===== src/rtl/linear_interp_resampler_defines.svh =====
// ----------------------------------------------------------------------------
// linear_interp_resampler_defines
// Assertion macros shared by the resampler RTL. They expect signals named
// clk and rst_n in the scope of use.
// ----------------------------------------------------------------------------
`ifndef LINEAR_INTERP_RESAMPLER_DEFINES_SVH
`define LINEAR_INTERP_RESAMPLER_DEFINES_SVH

// The condition must hold at every clock edge outside reset.
`define LIRS_ASSERT_ALWAYS(label, cond) \
    label: assert property (@(posedge clk) disable iff (!rst_n) (cond)) \
        else $error("lirs: invariant violated");

// Whenever the antecedent holds, the consequent must hold in the same cycle.
`define LIRS_ASSERT_IMPLY(label, ante, cons) \
    label: assert property (@(posedge clk) disable iff (!rst_n) (ante) |-> (cons)) \
        else $error("lirs: implication violated");

`endif


===== src/rtl/lirs_pkg.sv =====
// ----------------------------------------------------------------------------
// lirs_pkg
// Types and constants of the linear interpolation resampler.
// ----------------------------------------------------------------------------
package lirs_pkg;

    localparam int SAMPLE_BITS  = 16;
    localparam int FRAC_BITS    = 16;
    localparam int MAX_CHANNELS = 8;
    localparam int CHANNEL_W    = 3;
    localparam int CHANS_W      = 4;
    localparam int QUEUE_DEPTH  = 4;

    // Read position and step ratio: FRAC_BITS fraction bits, values below 16.0.
    localparam int POS_W  = FRAC_BITS + 4;
    localparam int STEP_W = POS_W;
    localparam int SUM_W  = POS_W + 1;
    localparam int DIFF_W = SAMPLE_BITS + 1;
    localparam int PROD_W = DIFF_W + FRAC_BITS + 1;

    localparam logic [POS_W-1:0] ONE_POS   = POS_W'(1) << FRAC_BITS;
    localparam logic [POS_W-1:0] STEP_MIN  = ONE_POS >> 2;
    localparam logic [POS_W-1:0] STEP_MAX  = ONE_POS << 3;
    localparam logic [POS_W-1:0] POS_BOUND = POS_W'(9) << FRAC_BITS;

    localparam logic [CHANS_W-1:0] CHANS_MAX = CHANS_W'(MAX_CHANNELS);

    // Configuration register indexes.
    localparam int CFG_INDEX_W = 1;
    localparam logic [CFG_INDEX_W-1:0] REG_STEP_RATIO      = 1'b0;
    localparam logic [CFG_INDEX_W-1:0] REG_OUTPUT_CHANNELS = 1'b1;

    typedef struct packed {
        logic signed [SAMPLE_BITS-1:0] sample_in;
        logic                          final_frame;
    } in_item_t;

    typedef struct packed {
        logic signed [SAMPLE_BITS-1:0] sample_out;
        logic [CHANNEL_W-1:0]          channel;
        logic                          run_last;
        logic                          stream_done;
    } out_item_t;

    // One classified source frame handed from the front end to the back end.
    typedef struct packed {
        logic signed [SAMPLE_BITS-1:0] prev;
        logic signed [SAMPLE_BITS-1:0] cur;
        logic                          fin;
        logic                          has_prev;
    } cmd_t;

    typedef struct packed {
        logic             idle;
        logic [POS_W-1:0] pos;
    } back_status_t;

endpackage


===== src/rtl/lirs_front.sv =====
// ----------------------------------------------------------------------------
// lirs_front
// Accepts source frames, pairs each with the held previous sample and
// classifies it for the back end.
// ----------------------------------------------------------------------------
module lirs_front (
    input  logic              clk,
    input  logic              rst_n,
    input  logic              in_valid,
    output logic              in_stall,
    input  lirs_pkg::in_item_t in_data,
    input  logic              q_full,
    output logic              push,
    output lirs_pkg::cmd_t    cmd
);
    import lirs_pkg::*;

    logic signed [SAMPLE_BITS-1:0] held_reg;
    logic signed [SAMPLE_BITS-1:0] held_next;
    logic                          have_prev_reg;
    logic                          have_prev_next;

    assign in_stall = q_full;
    assign push     = in_valid && !q_full;

    assign cmd.prev     = held_reg;
    assign cmd.cur      = in_data.sample_in;
    assign cmd.fin      = in_data.final_frame;
    assign cmd.has_prev = have_prev_reg;

    // A final frame ends the stream; the next word starts from scratch.
    always_comb
    begin
        held_next      = held_reg;
        have_prev_next = have_prev_reg;
        if (push)
        begin
            held_next      = in_data.final_frame ? '0 : in_data.sample_in;
            have_prev_next = !in_data.final_frame;
        end
    end

    always_ff @(posedge clk or negedge rst_n)
    begin
        if (!rst_n)
        begin
            held_reg      <= '0;
            have_prev_reg <= 1'b0;
        end
        else
        begin
            held_reg      <= held_next;
            have_prev_reg <= have_prev_next;
        end
    end

endmodule


===== src/rtl/lirs_queue.sv =====
// ----------------------------------------------------------------------------
// lirs_queue
// Small first-in first-out queue of classified frames between the front
// end and the back end.
// ----------------------------------------------------------------------------
module lirs_queue #(
    parameter int DEPTH = lirs_pkg::QUEUE_DEPTH
) (
    input  logic           clk,
    input  logic           rst_n,
    input  logic           push,
    input  lirs_pkg::cmd_t push_data,
    input  logic           pop,
    output lirs_pkg::cmd_t head,
    output logic           head_valid,
    output logic           full
);
    import lirs_pkg::*;

    localparam int PTR_W = (DEPTH > 1) ? $clog2(DEPTH) : 1;
    localparam int CNT_W = $clog2(DEPTH + 1);

    cmd_t             entry_reg [DEPTH];
    logic [PTR_W-1:0] wr_ptr_reg;
    logic [PTR_W-1:0] wr_ptr_next;
    logic [PTR_W-1:0] rd_ptr_reg;
    logic [PTR_W-1:0] rd_ptr_next;
    logic [CNT_W-1:0] count_reg;
    logic [CNT_W-1:0] count_next;

    assign head       = entry_reg[rd_ptr_reg];
    assign head_valid = (count_reg != '0);
    assign full       = (count_reg == CNT_W'(DEPTH));

    always_comb
    begin
        wr_ptr_next = wr_ptr_reg;
        rd_ptr_next = rd_ptr_reg;
        count_next  = count_reg;
        if (push)
        begin
            wr_ptr_next = (wr_ptr_reg == PTR_W'(DEPTH - 1)) ? '0 : wr_ptr_reg + 1'b1;
        end
        if (pop)
        begin
            rd_ptr_next = (rd_ptr_reg == PTR_W'(DEPTH - 1)) ? '0 : rd_ptr_reg + 1'b1;
        end
        if (push && !pop)
        begin
            count_next = count_reg + 1'b1;
        end
        else if (pop && !push)
        begin
            count_next = count_reg - 1'b1;
        end
    end

    always_ff @(posedge clk)
    begin
        if (push)
        begin
            entry_reg[wr_ptr_reg] <= push_data;
        end
    end

    always_ff @(posedge clk or negedge rst_n)
    begin
        if (!rst_n)
        begin
            wr_ptr_reg <= '0;
            rd_ptr_reg <= '0;
            count_reg  <= '0;
        end
        else
        begin
            wr_ptr_reg <= wr_ptr_next;
            rd_ptr_reg <= rd_ptr_next;
            count_reg  <= count_next;
        end
    end

endmodule


===== src/rtl/lirs_back.sv =====
// ----------------------------------------------------------------------------
// lirs_back
// Walks the read position across one source interval, interpolates each
// output position and repeats the sample once per output channel.
// ----------------------------------------------------------------------------
module lirs_back (
    input  logic                          clk,
    input  logic                          rst_n,
    input  lirs_pkg::cmd_t                head,
    input  logic                          head_valid,
    output logic                          pop,
    input  logic [lirs_pkg::STEP_W-1:0]   step,
    input  logic [lirs_pkg::CHANS_W-1:0]  chans,
    output lirs_pkg::out_item_t           out_data,
    output logic                          out_valid,
    input  logic                          out_stall,
    output lirs_pkg::back_status_t        status
);
    import lirs_pkg::*;

    localparam logic [2:0] S_IDLE   = 3'd0;
    localparam logic [2:0] S_A_CALC = 3'd1;
    localparam logic [2:0] S_A_EMIT = 3'd2;
    localparam logic [2:0] S_B_CALC = 3'd3;
    localparam logic [2:0] S_B_EMIT = 3'd4;

    localparam logic [SUM_W-1:0] ONE_SUM = SUM_W'(ONE_POS);
    localparam logic [SUM_W-1:0] TWO_SUM = SUM_W'(ONE_POS) << 1;

    logic [2:0]                    state_reg;
    logic [2:0]                    state_next;
    logic [POS_W-1:0]              pos_reg;
    logic [POS_W-1:0]              pos_next;
    logic [CHANNEL_W-1:0]          chan_reg;
    logic [CHANNEL_W-1:0]          chan_next;
    logic signed [SAMPLE_BITS-1:0] value_reg;
    logic signed [SAMPLE_BITS-1:0] value_next;
    logic signed [SAMPLE_BITS-1:0] prev_reg;
    logic signed [SAMPLE_BITS-1:0] prev_next;
    logic signed [SAMPLE_BITS-1:0] cur_reg;
    logic signed [SAMPLE_BITS-1:0] cur_next;
    logic signed [DIFF_W-1:0]      diff_reg;
    logic signed [DIFF_W-1:0]      diff_next;
    logic                          fin_reg;
    logic                          fin_next;
    logic                          out_valid_reg;
    logic                          out_valid_next;
    out_item_t                     out_data_reg;
    out_item_t                     out_data_next;

    logic                          slot_free;
    logic [SUM_W-1:0]              pos_ext;
    logic [SUM_W-1:0]              pos_sum;
    logic                          in_interval;
    logic                          last_copy;
    logic                          end_of_run;
    logic                          tail_follows;
    logic signed [PROD_W-1:0]      product;
    logic signed [PROD_W-1:0]      scaled;
    logic signed [SAMPLE_BITS-1:0] lerp_value;

    assign slot_free    = !out_valid_reg || !out_stall;
    assign pos_ext      = {1'b0, pos_reg};
    assign pos_sum      = pos_ext + {1'b0, step};
    assign in_interval  = (pos_ext < ONE_SUM);
    assign last_copy    = ({1'b0, chan_reg} == (chans - CHANS_W'(1)));
    assign end_of_run   = (pos_sum >= ONE_SUM);
    // On a final frame the interpolation run is followed by a run of held samples.
    assign tail_follows = fin_reg && (pos_sum < TWO_SUM);

    // Flooring shift of difference times fraction, then offset by the older sample.
    assign product    = diff_reg * $signed({1'b0, pos_reg[FRAC_BITS-1:0]});
    assign scaled     = product >>> FRAC_BITS;
    assign lerp_value = prev_reg + scaled[SAMPLE_BITS-1:0];

    assign out_valid     = out_valid_reg;
    assign out_data      = out_data_reg;
    assign status.idle   = (state_reg == S_IDLE);
    assign status.pos    = pos_reg;

    always_comb
    begin
        state_next     = state_reg;
        pos_next       = pos_reg;
        chan_next      = chan_reg;
        value_next     = value_reg;
        prev_next      = prev_reg;
        cur_next       = cur_reg;
        diff_next      = diff_reg;
        fin_next       = fin_reg;
        out_valid_next = out_valid_reg && out_stall;
        out_data_next  = out_data_reg;
        pop            = 1'b0;

        unique case (state_reg)
            S_IDLE:
            begin
                if (head_valid)
                begin
                    pop        = 1'b1;
                    prev_next  = head.prev;
                    cur_next   = head.cur;
                    fin_next   = head.fin;
                    diff_next  = {head.cur[SAMPLE_BITS-1], head.cur}
                               - {head.prev[SAMPLE_BITS-1], head.prev};
                    state_next = head.has_prev ? S_A_CALC : S_B_CALC;
                end
            end
            S_A_CALC:
            begin
                if (in_interval)
                begin
                    value_next = lerp_value;
                    chan_next  = '0;
                    state_next = S_A_EMIT;
                end
                else
                begin
                    // Position now counts from the current sample.
                    pos_next   = POS_W'(pos_ext - ONE_SUM);
                    state_next = S_B_CALC;
                end
            end
            S_A_EMIT:
            begin
                if (slot_free)
                begin
                    out_valid_next            = 1'b1;
                    out_data_next.sample_out  = value_reg;
                    out_data_next.channel     = chan_reg;
                    out_data_next.run_last    = last_copy && end_of_run && !tail_follows;
                    out_data_next.stream_done = last_copy && end_of_run && !tail_follows
                                              && fin_reg;
                    if (last_copy)
                    begin
                        pos_next   = POS_W'(pos_sum);
                        state_next = S_A_CALC;
                    end
                    else
                    begin
                        chan_next = chan_reg + 1'b1;
                    end
                end
            end
            S_B_CALC:
            begin
                if (fin_reg && in_interval)
                begin
                    value_next = cur_reg;
                    chan_next  = '0;
                    state_next = S_B_EMIT;
                end
                else
                begin
                    if (fin_reg)
                    begin
                        pos_next = '0;
                    end
                    state_next = S_IDLE;
                end
            end
            S_B_EMIT:
            begin
                if (slot_free)
                begin
                    out_valid_next            = 1'b1;
                    out_data_next.sample_out  = value_reg;
                    out_data_next.channel     = chan_reg;
                    out_data_next.run_last    = last_copy && end_of_run;
                    out_data_next.stream_done = last_copy && end_of_run;
                    if (last_copy)
                    begin
                        pos_next   = POS_W'(pos_sum);
                        state_next = S_B_CALC;
                    end
                    else
                    begin
                        chan_next = chan_reg + 1'b1;
                    end
                end
            end
            default:
            begin
                state_next = S_IDLE;
            end
        endcase
    end

    always_ff @(posedge clk)
    begin
        value_reg    <= value_next;
        prev_reg     <= prev_next;
        cur_reg      <= cur_next;
        diff_reg     <= diff_next;
        fin_reg      <= fin_next;
        out_data_reg <= out_data_next;
    end

    always_ff @(posedge clk or negedge rst_n)
    begin
        if (!rst_n)
        begin
            state_reg     <= S_IDLE;
            pos_reg       <= '0;
            chan_reg      <= '0;
            out_valid_reg <= 1'b0;
        end
        else
        begin
            state_reg     <= state_next;
            pos_reg       <= pos_next;
            chan_reg      <= chan_next;
            out_valid_reg <= out_valid_next;
        end
    end

endmodule


===== src/rtl/linear_interp_resampler.sv =====
// ----------------------------------------------------------------------------
// linear_interp_resampler
// Linear interpolation sample rate converter: one source sample in, a run
// of interpolated samples out, each repeated across the output channels.
// ----------------------------------------------------------------------------
//  Port group   Handshake            Word
//  in           in_valid / in_stall  in_data  (sample_in, final_frame)
//  out          out_valid/out_stall  out_data (sample_out, channel, run_last,
//                                              stream_done)
//  cfg          cfg_valid/cfg_ready  cfg_index, cfg_data (always ready)
//
// The back end sends the copies of an output position one word per cycle
// while out_stall is low; the interpolation product is registered before its
// copies go out, and each input word adds dequeue and end-of-interval handling.
// The queue takes up to QUEUE_DEPTH input words ahead of the back end.
// Reset is asynchronous and active low; after it the stream starts anew.
// ----------------------------------------------------------------------------
`include "linear_interp_resampler_defines.svh"

module linear_interp_resampler #(
    parameter int QUEUE_DEPTH = lirs_pkg::QUEUE_DEPTH
) (
    input  logic                             clk,
    input  logic                             rst_n,
    input  logic                             in_valid,
    output logic                             in_stall,
    input  lirs_pkg::in_item_t               in_data,
    output logic                             out_valid,
    input  logic                             out_stall,
    output lirs_pkg::out_item_t              out_data,
    input  logic                             cfg_valid,
    output logic                             cfg_ready,
    input  logic [lirs_pkg::CFG_INDEX_W-1:0] cfg_index,
    input  logic [lirs_pkg::STEP_W-1:0]      cfg_data
);
    import lirs_pkg::*;

    logic [STEP_W-1:0]  step_reg;
    logic [STEP_W-1:0]  step_next;
    logic [CHANS_W-1:0] chans_reg;
    logic [CHANS_W-1:0] chans_next;
    logic [STEP_W-1:0]  step_eff;
    logic [CHANS_W-1:0] chans_eff;

    logic               q_full;
    logic               push;
    cmd_t               push_cmd;
    cmd_t               head;
    logic               head_valid;
    logic               pop;
    back_status_t       back_status;

    assign cfg_ready = 1'b1;

    always_comb
    begin
        step_next  = step_reg;
        chans_next = chans_reg;
        if (cfg_valid && cfg_ready)
        begin
            unique case (cfg_index)
                REG_STEP_RATIO:      step_next  = cfg_data;
                REG_OUTPUT_CHANNELS: chans_next = cfg_data[CHANS_W-1:0];
                default:             step_next  = step_reg;
            endcase
        end
    end

    always_ff @(posedge clk or negedge rst_n)
    begin
        if (!rst_n)
        begin
            step_reg  <= ONE_POS;
            chans_reg <= CHANS_W'(2);
        end
        else
        begin
            step_reg  <= step_next;
            chans_reg <= chans_next;
        end
    end

    // Out-of-range settings are saturated before use.
    always_comb
    begin
        priority if (step_reg < STEP_MIN)
            step_eff = STEP_MIN;
        else if (step_reg > STEP_MAX)
            step_eff = STEP_MAX;
        else
            step_eff = step_reg;

        priority if (chans_reg == '0)
            chans_eff = CHANS_W'(1);
        else if (chans_reg > CHANS_MAX)
            chans_eff = CHANS_MAX;
        else
            chans_eff = chans_reg;
    end

    lirs_front u_front (
        .clk      (clk),
        .rst_n    (rst_n),
        .in_valid (in_valid),
        .in_stall (in_stall),
        .in_data  (in_data),
        .q_full   (q_full),
        .push     (push),
        .cmd      (push_cmd)
    );

    lirs_queue #(
        .DEPTH (QUEUE_DEPTH)
    ) u_queue (
        .clk        (clk),
        .rst_n      (rst_n),
        .push       (push),
        .push_data  (push_cmd),
        .pop        (pop),
        .head       (head),
        .head_valid (head_valid),
        .full       (q_full)
    );

    lirs_back u_back (
        .clk        (clk),
        .rst_n      (rst_n),
        .head       (head),
        .head_valid (head_valid),
        .pop        (pop),
        .step       (step_eff),
        .chans      (chans_eff),
        .out_data   (out_data),
        .out_valid  (out_valid),
        .out_stall  (out_stall),
        .status     (back_status)
    );

    `LIRS_ASSERT_IMPLY(a_done_is_run_last, out_valid && out_data.stream_done, out_data.run_last)
    `LIRS_ASSERT_IMPLY(a_channel_in_range, out_valid, (({1'b0, out_data.channel}) < chans_eff))
    `LIRS_ASSERT_ALWAYS(a_position_bounded, (back_status.pos < POS_BOUND))
    `LIRS_ASSERT_IMPLY(a_idle_pops_head, back_status.idle && head_valid, pop)

endmodule

===== config.mk =====
export PLATFORM = sky130hd
export DESIGN_NAME = linear_interp_resampler
export DESIGN_NICKNAME = d
export VERILOG_FILES = /design/src/rtl/lirs_pkg.sv /design/src/rtl/lirs_front.sv /design/src/rtl/lirs_queue.sv /design/src/rtl/lirs_back.sv /design/src/rtl/linear_interp_resampler.sv
export VERILOG_INCLUDE_DIRS = /design/src /design/src/rtl
export SDC_FILE = /design/constraint.sdc
export NUM_CORES = 1
export LEC_CHECK = 0
export ABC_AREA = 1
export BUFFER_PORTS_ARGS = -buffer_cell sky130_fd_sc_hd__buf_2
export CAP_MARGIN = 20
export CORE_MARGIN = 1.5
export CORE_UTILIZATION = 50
export DETAILED_ROUTE_END_ITERATION = 8
export GPL_ROUTABILITY_DRIVEN = 0
export PLACE_DENSITY = 0.69
export SLEW_MARGIN = 15
export SYNTH_ARGS = -nofsm -noshare
export SYNTH_HDL_FRONTEND = slang
export SYNTH_SLANG_ARGS = --single-unit

===== constraint.sdc =====
create_clock -name clk -period 6.9 [get_ports clk]
set_input_delay 0.69 -clock clk [delete_from_list [all_inputs] [get_ports clk]]
set_output_delay 0.69 -clock clk [all_outputs]
set_load 0.02 [all_outputs]

==> results.cfg <==
[die]
io_pins = 67
die_w_um = 225
placementRows = 81
core_area_sq_mm = 0.0487
die_y_um = 225
initial_core_util_pct = 50.4
die_area_sq_mm = 0.0505

[synth]
syn_area_per_cell_sq_um = 9.06
synth_common_cells = inv_1 (622), nand2_1 (607), fa_1 (269)
synth_edf_count = 223
yosys.cell_count.top_type = inv_1
synth_top_cell_area_share_pct = 27.2
synth.net_count = 3171
synth-seq-cells = 298
yosysWarningCount = 0
yosys.area.top_type = edfxtp_1
yosysSeqAreaShare_pct = 34.9
netlist_top_cells_area = edfxtp_1 (27%), fa_1 (22%), inv_1 (9.5%)
yosys_most_used_dff = edfxtp_1
yosysUniqueCellTypes = 53
netlist_area_sq_mm = 0.0246
ys_async_sr_fraction_pct = 25.2
netlist_instances = 2714

[route]
drt_first_pass_iters = 7
wl_per_cell_um = 17.2
drt_iter0_markers = 1316
post-route-drc-count = 0
drt_wl_total_mm = 63.0
num_vias = 19053
final_antenna_net_count = 0
via_per_inst = 5.22

[final_layout]
diodes = 0
num-fill-cells = 3870
largest_register_ffs = 136
register_area_sq_mm = 0.00858
instances_no_fill = 3652
nNetsFinal = 3419
syn2layout_area_growth_pct = 20.3
multi_input_area_sq_mm = 0.0142
drive_gt1_share_pct = 20.1
fin_util_pct = 60.6

[clock_tree]
cts_root_buf = clkbuf_16
h-tree-depth = 2
numClockSinks = 298
insertion_delay_ns = 0.58
tritoncts = yes
path_clk_slew_ns = 0.07
cts_buffers = 34
clockBufferDepth = 3

[setup_path]
crit_slowest_cell = fa_1
regToRegSetupSlack_ns = -0.18
critPathLaunchType = register
reg2reg_depth = 32
crit_fanout = 6
required_ns = 7.18
path_class = register to register
regToRegEndpoint = u_back.value_reg[13]
cpMostUsedCell = fa_1
critPathCaptureType = register
cp_top_family = adder cells
cp-startpoint = u_back.diff_reg[8]
critPathMaxStageDelay_ns = 0.54
path_buf_inv = 9
worstReg2RegStart = u_back.diff_reg[8]
cp.arrival_ns = 7.36

[grt]
grt_usage_pct = 25.7
grt.busiest_layer = met2
grt_pass1_vias = 19894
grt_pass1_wl_mm = 102
gr-total-overflow = 0
met3_usage_pct = 3.79
use_met2_pct = 44.6
use_met1_pct = 33.0
antenna_found_initial = 0
grt_max_degree = 72

[min_path]
hold_class = input pin to async pin

[timing]
period_share_pct = 103
worst_slew_pin_slew_ns = 1.03
rsz0062_at_grt = true
setup_violations = 6
maxSlewHeadroom_pct = 31.1
clock_skew_ns = 0.0340
clock.fmax_mhz = 141
drv_slew = 0
setup_ws_ns = -0.181
setup_tns_ns = -0.566
hold_violations = 0
period_minus_slack_ns = 7.08

[placement]
preCtsSetupSlack_ns = -0.518
io_buffers = 65
place_hpwl_mm = 47.4
dp.cells = 3544

[status]
violations = negative setup slack
status = complete, but fails checks

[run]
maxCapViolCount = 0
[how the worst max path moves through the flow]
stage	depth (start not counted)	end	slack, ns
floorplan	36	u_back.value_reg[15]	0.003
global placement	29	u_back.value_reg[10]	-0.43
detailed placement	29	u_back.value_reg[10]	-0.52
CTS	38	u_back.value_reg[15]	-0.01
global route	38	u_back.value_reg[15]	-0.49
finish	32	u_back.value_reg[13]	-0.18
[per-stage QoR]
| step | hold slack [ns] | instance area (sq um) |
|---|---|---|
| 2_1_floorplan | 0.394 | 24600 |
| 3_3_place_gp | 0.407 | 26900 |
| 3_5_place_dp | 0.410 | 27000 |
| 4_1_cts | 0.00434 | 28900 |
| 5_1_grt | 0.0300 | 29600 |
| 6_report | 0.0143 | 29600 |
[cells in the final DEF (no fill, tap or decap), types with 17 or more instances in the layout]
cell type and n:
dfrtp_1 67, nand2_2 33, ha_4 21, buf_2 64, inv_2 38, a21oi_1 88, nand3_1 51, buf_6 19
edfxtp_1 223, buf_4 214, xnor2_1 26, ha_1 123, fa_1 262, nand2_1 567, nor2_1 121, clkbuf_16 34
inv_1 589, xor2_1 23, o21ai_0 113, nor2_2 17, a32oi_1 17
[layer usage]
layer / wire (um) / up-vias
met4: 2300 / 0
met1: 25400 / 9366
met5: 0 / -
met2: 31300 / 637
li1: - / 8883
met3: 4070 / 167
[worst register-to-register path, delay by kind of cell (launching register included)]
family | cells | cell delay (ns)
AOI/OAI and AO/OA | 7 | 0.94
xor gates and xnor gates | 1 | 0.29
adders and majority gates | 8 | 3.68
buffers and inverters | 9 | 0.79
DFF | 1 | 0.41
and+or+nand+nor | 7 | 0.71
[layout make-up]
type / instances / area share (%)
inverters: 630 / 8.01
clock buffers: 46 / 3.20
flip-flops and latches: 298 / 29.0
multi-input cells: 1687 / 48.0
clock inverters: 16 / 0.804
repair buffers: 311 / 8.18
well taps: 664 / 2.81
[cell families after synthesis]
group | count (synthesis) | share of synthesized area, %
other cells | 1 | 0.0153
buf+inv | 729 | 11.2
simple gates | 880 | 14.6
fa+ha+maj | 414 | 29.3
compound gates | 327 | 7.63
mux | 7 | 0.321
xor+xnor | 58 | 2.07
flops | 298 | 34.9
[timing repair]
item,CTS,global route
hold buffers,0,0
endpoints found under the setup margin,14,14
resized for setup,119,131
gates cloned,1,0
pin swaps,103,103
setup buffers,28,20
hold endpoints to repair,0,0
Power is left out: the tool's default activity adds up to more than one toggle a clock period on the data nets, which glitch-free logic cannot reach.
